[config.mk]
export PLATFORM = sky130hd
export DESIGN_NAME = brush_motor_soft_start
export DESIGN_NICKNAME = d
export VERILOG_FILES = /design/src/design/bmss_pkg.sv /design/src/design/bmss_comp.sv /design/src/design/brush_motor_soft_start.sv
export SDC_FILE = /design/constraint.sdc
export NUM_CORES = 1
export LEC_CHECK = 0
export BUFFER_PORTS_ARGS = -buffer_cell sky130_fd_sc_hd__buf_2
export CAP_MARGIN = 10
export CORE_ASPECT_RATIO = 1.1
export CORE_UTILIZATION = 50
export DETAILED_ROUTE_END_ITERATION = 10
export GPL_TIMING_DRIVEN = 0
export PLACE_DENSITY = 0.64
export SYNTH_ARGS = -nofsm -noshare
export SYNTH_HDL_FRONTEND = slang
export SYNTH_HIERARCHICAL = 1
export SYNTH_SLANG_ARGS = --single-unit
[constraint.sdc]
create_clock -name clock -period 8 [get_ports clock]
set_input_delay 1.6 -clock clock [delete_from_list [all_inputs] [get_ports clock]]
set_output_delay 1.6 -clock clock [all_outputs]
set_load 0.03 [all_outputs]
[src/design/bmss_pkg.sv]
// Shared types and constants for the brush motor soft start block.
`default_nettype none

package bmss_pkg;

   // Command codes carried by each tick
   localparam logic [1:0] CMD_NONE  = 2'd0;
   localparam logic [1:0] CMD_START = 2'd1;
   localparam logic [1:0] CMD_STOP  = 2'd2;

   // Register indexes (byte address 4*index)
   localparam logic [2:0] REG_COMP_OFFSET   = 3'd0;
   localparam logic [2:0] REG_COMP_SLOPE    = 3'd1;
   localparam logic [2:0] REG_DUTY_FLOOR    = 3'd2;
   localparam logic [2:0] REG_STEP_INTERVAL = 3'd3;
   localparam logic [2:0] REG_RAMP_TIME     = 3'd4;

   // Register reset values
   localparam logic [11:0] COMP_OFFSET_RST   = 12'd1657;
   localparam logic [9:0]  COMP_SLOPE_RST    = 10'd393;
   localparam logic [11:0] DUTY_FLOOR_RST    = 12'd500;
   localparam logic [7:0]  STEP_INTERVAL_RST = 8'd10;
   localparam logic [15:0] RAMP_TIME_RST     = 16'd1000;

   localparam logic [11:0] KICK_DUTY       = 12'd1000;
   localparam logic [11:0] RAMP_START_DUTY = 12'd100;
   localparam logic [11:0] DUTY_MAX        = 12'd4095;

   // x/1000 for x < 2^22: (x * ceil(2^32/1000)) >> 32
   localparam logic [22:0] RECIP_1000       = 23'd4294968;
   localparam int          RECIP_1000_SHIFT = 32;
   // x/100 for x < 2^12: (x * ceil(2^19/100)) >> 19
   localparam logic [12:0] RECIP_100        = 13'd5243;
   localparam int          RECIP_100_SHIFT  = 19;

   typedef struct packed {
      logic [11:0] comp_offset;
      logic [9:0]  comp_slope;
      logic [11:0] duty_floor;
   } comp_cfg_type;

   // Item leaving the compensation pipeline
   typedef struct packed {
      logic        valid;
      logic [1:0]  run_cmd;
      logic [11:0] comp_duty;
      logic [5:0]  ramp_step;
   } comp_item_type;

endpackage

`default_nettype wire

[src/design/bmss_comp.sv]
// Battery compensation pipeline: duty target and its ramp increment per tick.
`default_nettype none

module bmss_comp (
   input  wire                         clock,
   input  wire                         reset,
   input  wire                         advance,
   input  wire                         in_valid,
   input  wire  [1:0]                  in_run_cmd,
   input  wire  [11:0]                 in_battery,
   input  bmss_pkg::comp_cfg_type      cfg,
   output bmss_pkg::comp_item_type     out_item
);

   localparam int RecipWidth = 45;
   localparam int DivWidth   = 25;

   logic        s1_valid_ff, s2_valid_ff, s3_valid_ff, s4_valid_ff;
   logic [1:0]  s1_cmd_ff, s2_cmd_ff, s3_cmd_ff, s4_cmd_ff;
   logic [21:0] s1_prod_ff;
   logic [12:0] s2_quo_ff;
   logic [11:0] s3_comp_ff, s4_comp_ff;
   logic [5:0]  s4_step_ff;

   logic [21:0]           prod_in;
   logic [RecipWidth-1:0] recip_prod;
   logic [12:0]           quo_in;
   logic [13:0]           low_limit;
   logic [12:0]           diff;
   logic [11:0]           comp_in;
   logic [DivWidth-1:0]   div_prod;
   logic [5:0]            step_in;

   assign prod_in = 22'(cfg.comp_slope) * 22'(in_battery);

   assign recip_prod = RecipWidth'(s1_prod_ff) * RecipWidth'(bmss_pkg::RECIP_1000);
   assign quo_in     = recip_prod[bmss_pkg::RECIP_1000_SHIFT +: 13];

   // Clamp at the floor; offset - quotient below the floor covers the negative case too
   assign low_limit = 14'(s2_quo_ff) + 14'(cfg.duty_floor);
   assign diff      = {1'b0, cfg.comp_offset} - s2_quo_ff;
   assign comp_in   = (14'(cfg.comp_offset) < low_limit) ? cfg.duty_floor : diff[11:0];

   assign div_prod = DivWidth'(s3_comp_ff) * DivWidth'(bmss_pkg::RECIP_100);
   assign step_in  = div_prod[bmss_pkg::RECIP_100_SHIFT +: 6];

   always_ff @(posedge clock) begin
      if (reset) begin
         s1_valid_ff <= 1'b0;
         s2_valid_ff <= 1'b0;
         s3_valid_ff <= 1'b0;
         s4_valid_ff <= 1'b0;
      end else if (advance) begin
         s1_valid_ff <= in_valid;
         s2_valid_ff <= s1_valid_ff;
         s3_valid_ff <= s2_valid_ff;
         s4_valid_ff <= s3_valid_ff;
      end
   end

   always_ff @(posedge clock) begin
      if (advance) begin
         s1_cmd_ff  <= in_run_cmd;
         s1_prod_ff <= prod_in;
         s2_cmd_ff  <= s1_cmd_ff;
         s2_quo_ff  <= quo_in;
         s3_cmd_ff  <= s2_cmd_ff;
         s3_comp_ff <= comp_in;
         s4_cmd_ff  <= s3_cmd_ff;
         s4_comp_ff <= s3_comp_ff;
         s4_step_ff <= step_in;
      end
   end

   assign out_item.valid     = s4_valid_ff;
   assign out_item.run_cmd   = s4_cmd_ff;
   assign out_item.comp_duty = s4_comp_ff;
   assign out_item.ramp_step = s4_step_ff;

endmodule

`default_nettype wire

[src/design/brush_motor_soft_start.sv]
// Top level: brush motor soft start with kick, ramp and battery-compensated hold.
//
//   channel  | handshake         | payload
//   ---------+-------------------+-----------------------------------
//   req      | req_valid/ready   | req_run_cmd, req_battery_sample
//   rsp      | rsp_valid/ready   | rsp_brush_duty, rsp_ramp_phase
//   csr      | psel/penable/...  | paddr[4:0], pwdata, prdata
//
// One tick per cycle while no result waits on rsp_ready; a result passes through four
// compensation stages, the last feeding the state update into the result register.
// The whole pipeline holds while a result waits on rsp_ready.
// Synchronous reset clears the phase, duty, counters and all valid bits.
// pready is tied high; registers take writes at the access cycle.
`default_nettype none

module brush_motor_soft_start (
   input  wire         clock,
   input  wire         reset,
   input  wire         req_valid,
   output logic        req_ready,
   input  wire  [1:0]  req_run_cmd,
   input  wire  [11:0] req_battery_sample,
   output logic        rsp_valid,
   input  wire         rsp_ready,
   output logic [11:0] rsp_brush_duty,
   output logic [1:0]  rsp_ramp_phase,
   input  wire         psel,
   input  wire         penable,
   input  wire         pwrite,
   input  wire  [4:0]  paddr,
   input  wire  [31:0] pwdata,
   output logic [31:0] prdata,
   output logic        pready
);

   typedef enum logic [1:0] {
      PH_STOP = 2'd0,
      PH_KICK = 2'd1,
      PH_RAMP = 2'd2
   } phase_type;

   logic [11:0] comp_offset_ff;
   logic [9:0]  comp_slope_ff;
   logic [11:0] duty_floor_ff;
   logic [7:0]  step_interval_ff;
   logic [15:0] ramp_time_ff;

   bmss_pkg::comp_cfg_type  comp_cfg;
   bmss_pkg::comp_item_type item;

   logic advance;
   logic csr_write;

   phase_type   phase_ff, phase_in, phase_cmd;
   logic [11:0] duty_ff, duty_in;
   logic [11:0] target_ff, target_in;
   logic [5:0]  inc_ff, inc_in;
   logic [15:0] start_ticks_ff, start_ticks_in, start_base;
   logic [7:0]  step_ticks_ff, step_ticks_in, step_base;
   logic [12:0] duty_sum;
   logic        rsp_valid_ff;
   logic [11:0] rsp_duty_ff;
   logic [1:0]  rsp_phase_ff;

   // Configuration registers
   assign pready    = 1'b1;
   assign csr_write = psel && penable && pwrite && pready;

   always_ff @(posedge clock) begin
      if (reset) begin
         comp_offset_ff   <= bmss_pkg::COMP_OFFSET_RST;
         comp_slope_ff    <= bmss_pkg::COMP_SLOPE_RST;
         duty_floor_ff    <= bmss_pkg::DUTY_FLOOR_RST;
         step_interval_ff <= bmss_pkg::STEP_INTERVAL_RST;
         ramp_time_ff     <= bmss_pkg::RAMP_TIME_RST;
      end else if (csr_write) begin
         unique case (paddr[4:2])
            bmss_pkg::REG_COMP_OFFSET:   comp_offset_ff   <= pwdata[11:0];
            bmss_pkg::REG_COMP_SLOPE:    comp_slope_ff    <= pwdata[9:0];
            bmss_pkg::REG_DUTY_FLOOR:    duty_floor_ff    <= pwdata[11:0];
            bmss_pkg::REG_STEP_INTERVAL: step_interval_ff <= pwdata[7:0];
            bmss_pkg::REG_RAMP_TIME:     ramp_time_ff     <= pwdata[15:0];
            default: ;
         endcase
      end
   end

   always_comb begin
      unique case (paddr[4:2])
         bmss_pkg::REG_COMP_OFFSET:   prdata = 32'(comp_offset_ff);
         bmss_pkg::REG_COMP_SLOPE:    prdata = 32'(comp_slope_ff);
         bmss_pkg::REG_DUTY_FLOOR:    prdata = 32'(duty_floor_ff);
         bmss_pkg::REG_STEP_INTERVAL: prdata = 32'(step_interval_ff);
         bmss_pkg::REG_RAMP_TIME:     prdata = 32'(ramp_time_ff);
         default:                     prdata = 32'd0;
      endcase
   end

   assign comp_cfg.comp_offset = comp_offset_ff;
   assign comp_cfg.comp_slope  = comp_slope_ff;
   assign comp_cfg.duty_floor  = duty_floor_ff;

   // Everything moves together whenever the result register is free or drains
   assign advance   = !rsp_valid_ff || rsp_ready;
   assign req_ready = advance;

   bmss_comp u_comp (
      .clock      (clock),
      .reset      (reset),
      .advance    (advance),
      .in_valid   (req_valid),
      .in_run_cmd (req_run_cmd),
      .in_battery (req_battery_sample),
      .cfg        (comp_cfg),
      .out_item   (item)
   );

   // Tick state update
   always_comb begin
      phase_cmd  = phase_ff;
      phase_in   = phase_ff;
      duty_in    = duty_ff;
      target_in  = target_ff;
      inc_in     = inc_ff;
      start_base = start_ticks_ff;
      step_base  = step_ticks_ff;
      duty_sum   = {1'b0, duty_ff} + 13'(inc_ff);

      priority if (item.run_cmd == bmss_pkg::CMD_START && phase_ff == PH_STOP) begin
         phase_cmd = PH_KICK;
      end else if (item.run_cmd == bmss_pkg::CMD_STOP) begin
         phase_cmd = PH_STOP;
      end else begin
         phase_cmd = phase_ff;
      end
      phase_in = phase_cmd;

      unique case (phase_cmd)
         PH_STOP: begin
            duty_in    = 12'd0;
            start_base = 16'd0;
            step_base  = 8'd0;
         end
         PH_KICK: begin
            if (start_ticks_ff <= 16'd1) begin
               duty_in = bmss_pkg::KICK_DUTY;
            end else begin
               duty_in   = bmss_pkg::RAMP_START_DUTY;
               target_in = item.comp_duty;
               inc_in    = item.ramp_step;
               phase_in  = PH_RAMP;
            end
         end
         PH_RAMP: begin
            if (start_ticks_ff <= ramp_time_ff) begin
               if (step_ticks_ff >= step_interval_ff) begin
                  step_base = 8'd0;
                  if (duty_ff <= target_ff) begin
                     duty_in = duty_sum[12] ? bmss_pkg::DUTY_MAX : duty_sum[11:0];
                  end else begin
                     duty_in = target_ff;
                  end
               end
            end else begin
               // ramp over: pin the counter and follow the compensated duty
               start_base = ramp_time_ff;
               duty_in    = item.comp_duty;
            end
         end
         default: ;
      endcase

      start_ticks_in = start_base + 16'd1;
      step_ticks_in  = step_base + 8'd1;
   end

   always_ff @(posedge clock) begin
      if (reset) begin
         phase_ff       <= PH_STOP;
         duty_ff        <= 12'd0;
         target_ff      <= 12'd0;
         inc_ff         <= 6'd0;
         start_ticks_ff <= 16'd0;
         step_ticks_ff  <= 8'd0;
         rsp_valid_ff   <= 1'b0;
      end else if (advance) begin
         rsp_valid_ff <= item.valid;
         if (item.valid) begin
            phase_ff       <= phase_in;
            duty_ff        <= duty_in;
            target_ff      <= target_in;
            inc_ff         <= inc_in;
            start_ticks_ff <= start_ticks_in;
            step_ticks_ff  <= step_ticks_in;
            rsp_duty_ff    <= duty_in;
            rsp_phase_ff   <= phase_in;
         end
      end
   end

   assign rsp_valid      = rsp_valid_ff;
   assign rsp_brush_duty = rsp_duty_ff;
   assign rsp_ramp_phase = rsp_phase_ff;

   // A waiting result must block new transfers
   a_stall_blocks_req: assert property (@(posedge clock) disable iff (reset)
      (rsp_valid_ff && !rsp_ready) |-> !req_ready)
      else $error("request taken while result stalled");

   // Stopped motor always drives zero duty
   a_stop_zero_duty: assert property (@(posedge clock) disable iff (reset)
      (phase_ff == PH_STOP) |-> (duty_ff == 12'd0))
      else $error("nonzero duty while stopped");

   // Kick lasts at most two ticks
   a_kick_short: assert property (@(posedge clock) disable iff (reset)
      (phase_ff == PH_KICK) |-> (start_ticks_ff <= 16'd2))
      else $error("kick phase overran");

   // A new result only appears from a valid pipeline item
   a_rsp_from_item: assert property (@(posedge clock) disable iff (reset)
      $rose(rsp_valid_ff) |-> $past(item.valid))
      else $error("result without item");

endmodule

`default_nettype wire
==> results of run 1 <==
-- placed cells by master (no fill, tap or decap), types with 62 or more instances in the layout --
| cell type | n |
|---|---|
| buf_2 | 63 |
| clkbuf_1 | 77 |
| nand2_1 | 299 |
| edfxtp_1 | 87 |
| nand3_1 | 77 |
| inv_1 | 453 |
| fa_1 | 224 |
| o21ai_0 | 75 |
| dfxtp_1 | 119 |
| ha_1 | 394 |
| nor2_1 | 95 |
| and2_1 | 62 |
| a21oi_1 | 170 |
-- registers in the layout, summed over array words and instances (netlist names), 10 cells and up --
register and count:
u_comp/s4_comp_ff 12, rsp_brush_duty 12, duty_ff 12, ramp_time_ff 16, comp_slope_ff 10, u_comp/s3_comp_ff 12
target_ff 12, u_comp/s2_quo_ff 13, u_comp/s1_prod_ff 22, start_ticks_ff 16, duty_floor_ff 12, comp_offset_ff 12
-- cells by family (layout without fill, tap and decap cells) --
group / count (synthesis) / in the layout / synth area share, %
and+or+nand+nor: 703 / 703 / 14.0
adders and majority gates: 618 / 618 / 39.2
buffers and inverters: 555 / 657 / 9.01
AOI/OAI and AO/OA: 476 / 476 / 12.9
DFF: 206 / 206 / 20.8
xor gates and xnor gates: 52 / 52 / 1.90
muxes: 49 / 49 / 2.16
other: 2 / 18 / 0.0313
-- per-stage QoR --
stage | cell area (um2) | setup slack (ns) | utilization [%] | hold slack [ns] | std cells
after floorplan | 24100 | 1.53 | - | 0.400 | 2676
after global placement | 25200 | 1.04 | 53.5 | 0.407 | 3372
after detailed placement | 25200 | 1.03 | 53.5 | 0.405 | 3373
after CTS | 26000 | 1.45 | 55.2 | 0.421 | 3415
after global routing | 26000 | 1.13 | 55.2 | 0.426 | 3415
final | 26000 | 1.45 | 55.2 | 0.420 | 3416
-- path summary, 6_finish.rpt --
path                         from                    to  cells past startpoint
min reg2reg   u_comp/s1_cmd_ff[0]   u_comp/s2_cmd_ff[0]                      0
max          u_comp/s1_prod_ff[7]  u_comp/s2_quo_ff[10]                     19
min           u_comp/s1_cmd_ff[0]   u_comp/s2_cmd_ff[0]                      0
max reg2reg  u_comp/s1_prod_ff[7]  u_comp/s2_quo_ff[10]                     19
-- final cells by class --
cell class | count | area, um2 | area share, %
plain buffers | 100 | 455 | 1.75
inverters | 455 | 1710 | 6.58
multi-input cells | 1915 | 16900 | 65.1
clock buffers | 27 | 591 | 2.27
diodes | 1 | 2.50 | 0.00964
clock inverters | 15 | 179 | 0.689
repair buffers | 60 | 323 | 1.24
flip-flops and latches | 206 | 4990 | 19.2
well taps | 637 | 797 | 3.07
-- layer usage --
metal	vias up	part of all wire (%)	track usage [%]	routed length, um
met5	-	0	0	0
met3	144	4.2	2.58	2620
met1	9354	41	31.7	26000
met2	506	51	47.0	31900
met4	0	3.5	8.67	2200
li1	9179	-	-	-
==> impl_results.md, run 1 <==
- Global-route wire length before repair: 100 mm
- Root Buffer: clkbuf_16
- Detailed Route WL: 62.7 mm
- Worst path top cell family by delay: adder cells
- Core footprint: 0.0470 mm2
- Via Count: 19,200
- Critical path class: reg2reg
- Syn_area_per_cell: 9.02 um2
- Dominant synthesized flop cell: dfxtp_1
- Initial antenna violation count: 0
- R2R Setup Slk: 1.45 ns
- Post-DP HPWL: 51.9 mm
- Status: complete, no violations
- Yosys warns: 6
- Period Utilization, post-route: 81.9%
- Port bufs: 59
- Post-CTS sizing: 0
- Rel. slew slack: 22.7%
- CTS Hold Bufs: 0
- Post-CTS Setup Repair Bufs: 0
- Fin nets: 3,437
- Clk buf depth: 3
- Synth Register Bits: 206
- Layout area overhead: 8.15%
- Share of layout cells above drive strength 1: 5.80%
- Min-delay worst type: reg2reg
- Max-slew violations: 0
- EDFF count, synth: 87
- Area contributors post-synth: ha_1, fa_1, edfxtp_1
- Most frequent cells after synthesis: inv_1, ha_1, nand2_1
- Fin crit period: 6.55 ns
- CP startpoint kind: flop
- Distinct cells, synth: 91
- ANT nets after route: 0
- Final setup TNS: 0 ns
- Initial DRC count: 1,134
- Vias per cell: 5.62
- Chip width: 211 um
- Die Y: 232 um
- Wirelength per Cell: 18.4 um
- Sequential element share of the synthesized area: 20.8%
- # rows: 83
- Slowest CP cell: edfxtp_1
- Most common cell in the netlist: inv_1
- TritonCTS Buffers: 23
- Post-synth design cell area: 0.0240 mm2
- CP Capture Type: flop
- Buf+Inv Stages, Crit Path: 4
- Top cell type's share of synthesized area: 20.5%
- CP max stage delay: 0.67 ns
- Vias in the first global route: 19,500
- Cells along the critical path: ha_1 -> ha_1 -> fa_1 -> inv_1 -> fa_1 -> inv_1 -> fa_1 -> fa_1 -> inv_1 -> fa_1 -> inv_1 -> ha_1 -> nand4_1 -> a211oi_1 -> o21ai_0 -> a211oi_2 -> o211ai_1 -> nor4b_1 -> nor4b_1
- Pin count of the biggest net entering global routing: 69
- Skew final: 0.0161 ns
- GR Util All Layers: 25.8%
- Worst-Skew Late Latency: 0.54 ns
- Setup Viol. Count Final: 0
- Yosys top cell by area: ha_1
- Reg clk slew, reported paths: 0.06 ns
- Drt first pass iters: 5
- Clk sinks: 206
- GPL Wtd Cong: 0.946
- Critical Path Most Common Cell: fa_1
- H-tree Lvls: 1
- Filler Cells Inserted: 4,318
- DR DRC count: 0
- Ys async rst share: 0%
- Crit path arrival time: 6.83 ns
- RSZ-0062 raised after global routing: no
- Crit-path max FO: 6
- CTS tree: done
- Top-Level Pins: 107
- DIE AREA: 0.0489 mm2
- Max Cap Viol: 0
- Cells after Synth: 2,661
- F_max: 153 MHz
- Worst slew pin tran: 1.14 ns
- Grt ovf: 0
- Starting Density: 51.0%
- Endpoints failing hold: 0
- WP data required: 8.28 ns
Power of run 1 is not shown: default switching activity piles up to over one toggle a cycle in this logic, so the estimate is an artifact.
==> inputs of run 2 (changes only) <==
--- a/config.mk
+++ b/config.mk
@@ -11,7 +11,7 @@
 export CORE_UTILIZATION = 50
 export DETAILED_ROUTE_END_ITERATION = 10
 export GPL_TIMING_DRIVEN = 0
-export PLACE_DENSITY = 0.64
+export PLACE_DENSITY = 0.66
 export SYNTH_ARGS = -nofsm -noshare
 export SYNTH_HDL_FRONTEND = slang
 export SYNTH_HIERARCHICAL = 1
==> constraint.sdc (replaced) <==
create_clock -name clock -period 6 [get_ports clock]
set_input_delay 1.2 -clock clock [delete_from_list [all_inputs] [get_ports clock]]
set_output_delay 1.2 -clock clock [all_outputs]
set_load 0.03 [all_outputs]
==> run 2 against run 1 <==
Net effect:
- the run now ends with negative setup slack left
- non-clock buffer count grew 32
- critical path depth rose by 2
- count of clock-buffer cells in the layout shrank 1
- fmax rose by 8.8%
- routed wire length increased by 1.4%
- die area stayed put
- first-iteration DRC count grew 0.44%
- clock skew increased by 0.0086 ns
- final cell count up 0.85%
- register-to-register slack lost 1.5 ns
- via count increased by 0.81%
- global-route usage grew 0.28 points
==> impl_results.md, run 2 (synthesized netlist as in run 1, its figures left out) <==
- Status: complete, but fails checks
- Failing checks: negative setup slack
- Pin count of the biggest net entering global routing: 70
- Worst reg2reg startpoint: u_comp/s1_prod_ff[4]
- CP startpoint kind: flop
- Most frequent cells in the layout: inv_1, ha_1, nand2_1, fa_1, a21oi_1
- R2R Setup Slk: -0.02 ns
- GR Util All Layers: 26.1%
- Max Cap Viol: 0
- Global-route wire length before repair: 101 mm
- CP Capture Type: flop
- Detailed Route WL: 63.6 mm
- F_max: 166 MHz
- Via Count: 19,300
- Initial DRC count: 1,139
- Worst-Skew Late Latency: 0.54 ns
- Filler Cells Inserted: 4,240
- CTS tree: done
- Hold endpoint: u_comp/s2_cmd_ff[1]
- Max FFs per register: 22
- FF-to-FF path depth: 21
- TritonCTS Buffers: 22
- GPL Wtd Cong: 0.990
- Period Utilization, post-route: 100%
- Layout area overhead: 10.3%
- Cells along the critical path: buf_4 -> ha_4 -> ha_1 -> inv_1 -> fa_1 -> fa_1 -> inv_1 -> fa_1 -> fa_1 -> inv_1 -> fa_1 -> inv_1 -> ha_4 -> nand4_1 -> buf_4 -> a211oi_2 -> o21ai_2 -> a211oi_4 -> o211ai_1 -> a2111oi_2 -> nor4b_2
- Clk sinks: 206
- Endpoints failing hold: 0
- Post-DP HPWL: 51.6 mm
- Largest regs: u_comp/s1_prod_ff: 22 flops, ramp_time_ff: 16 flops, start_ticks_ff: 16 flops
- Crit path arrival time: 6.28 ns
- CTS Hold Bufs: 0
- Worst path top cell family by delay: adder cells
- Grt ovf: 0
- DIE AREA: 0.0489 mm2
- Top-Level Pins: 107
- ANT nets after route: 0
- Initial antenna violation count: 0
- Vias per cell: 5.61
- H-tree Lvls: 1
- RSZ-0062 raised after global routing: yes
- Slowest CP cell: fa_1
- Chip width: 211 um
- WP data required: 6.26 ns
- DR DRC count: 0
- HP Start: u_comp/s1_cmd_ff[1]
- Clk buf depth: 3
- Rel. slew slack: 36.2%
- Port bufs: 59
- # rows: 83
- ANT cells: 0
- Area occupied by multi-input gates: 0.0172 mm2
- Reg clk slew, reported paths: 0.07 ns
- Crit-path max FO: 5
- Share of layout cells above drive strength 1: 8.80%
- Skew final: 0.0247 ns
- Fin crit period: 6.02 ns
- Wirelength per Cell: 18.5 um
- Reg-to-reg endpoint: u_comp/s2_quo_ff[10]
- Starting Density: 51.0%
- Max-slew violations: 0
- Vias in the first global route: 19,500
- Setup Viol. Count Final: 1
- Biggest register: u_comp/s1_prod_ff
- Min-delay worst type: reg2reg
- Buf+Inv Stages, Crit Path: 6
- Register area: 0.00499 mm2
- Worst slew pin tran: 0.953 ns
- Commonest non-fill, non-tap cell in the layout: inv_1
- Critical path class: reg2reg
- Drt first pass iters: 9
- Final instance area: 0.0265 mm2
- CP max stage delay: 0.55 ns
- Root Buffer: clkbuf_16
- Critical Path Most Common Cell: fa_1
- Slack of the critical path: -0.0212 ns
- Die Y: 232 um
- Fin nets: 3,468
- Post-placement cell area: 0.0252 mm2
- Worst Hold Depth: 0
- Core footprint: 0.0470 mm2
-- run 2: changes by cell type in the layout (fill, tap and decap cells not counted), sizes merged, moves of 2 or more --
| cell | previous run | this run |
|---|---|---|
| bufinv | 3 | 1 |
| clkbuf | 100 | 95 |
| clkinv | 6 | 9 |
| buf | 87 | 123 |
-- run 2: layout make-up --
type,instances,area share (%)
sequential,206,18.9
multi-input combinational,1915,65.1
buffer,100,1.79
clock buffer,26,2.14
tap,637,3.01
timing repair buffer,92,2.17
clock inverter,14,0.468
inverter,455,6.45
-- run 2: repair_timing --
item                       in CTS  in global routing
resized for setup              18                 61
setup buffers                  18                 14
setup endpoints to repair      11                 15
pin swaps                      11                 28
-- run 2: per-layer routing --
metal	up-vias	GRT usage, %	share of wire (%)	wire [um]
li1	9219	-	-	-
met1	9454	32.4	41	26300
met2	534	47.2	51	32300
met3	131	2.16	4.3	2710
met4	0	9.44	3.6	2310
met5	-	0	0	0
-- run 2: stage by stage --
stage | instances | setup TNS, ns | setup slack (ns) | hold slack (ns) | util (%)
global placement | 3372 | -8.02 | -0.497 | 0.403 | 53.5
floorplan | 2676 | 0 | 0.0263 | 0.400 | -
finish | 3445 | -0.0212 | -0.0212 | 0.428 | 56.3
detailed placement | 3373 | -5.98 | -0.610 | 0.407 | 53.6
global route | 3445 | -0.527 | -0.143 | 0.438 | 56.3
CTS | 3431 | -0.0440 | -0.0440 | 0.423 | 55.5
-- run 2: worst max path at each step --
stage | start | to | slack (ns) | cells after the start
2_1_floorplan | req_battery_sample[2] | u_comp/s1_prod_ff[21] | 0.03 | 19
5_1_grt | u_comp/s1_prod_ff[4] | u_comp/s2_quo_ff[10] | -0.14 | 21
3_3_place_gp | u_comp/s1_prod_ff[7] | u_comp/s2_quo_ff[10] | -0.50 | 19
3_5_place_dp | req_battery_sample[5] | u_comp/s1_prod_ff[19] | -0.61 | 17
6_report | u_comp/s1_prod_ff[4] | u_comp/s2_quo_ff[10] | -0.02 | 21
4_1_cts | u_comp/s1_prod_ff[8] | u_comp/s2_quo_ff[10] | -0.04 | 17
Power of run 2 is left out for the same reason.
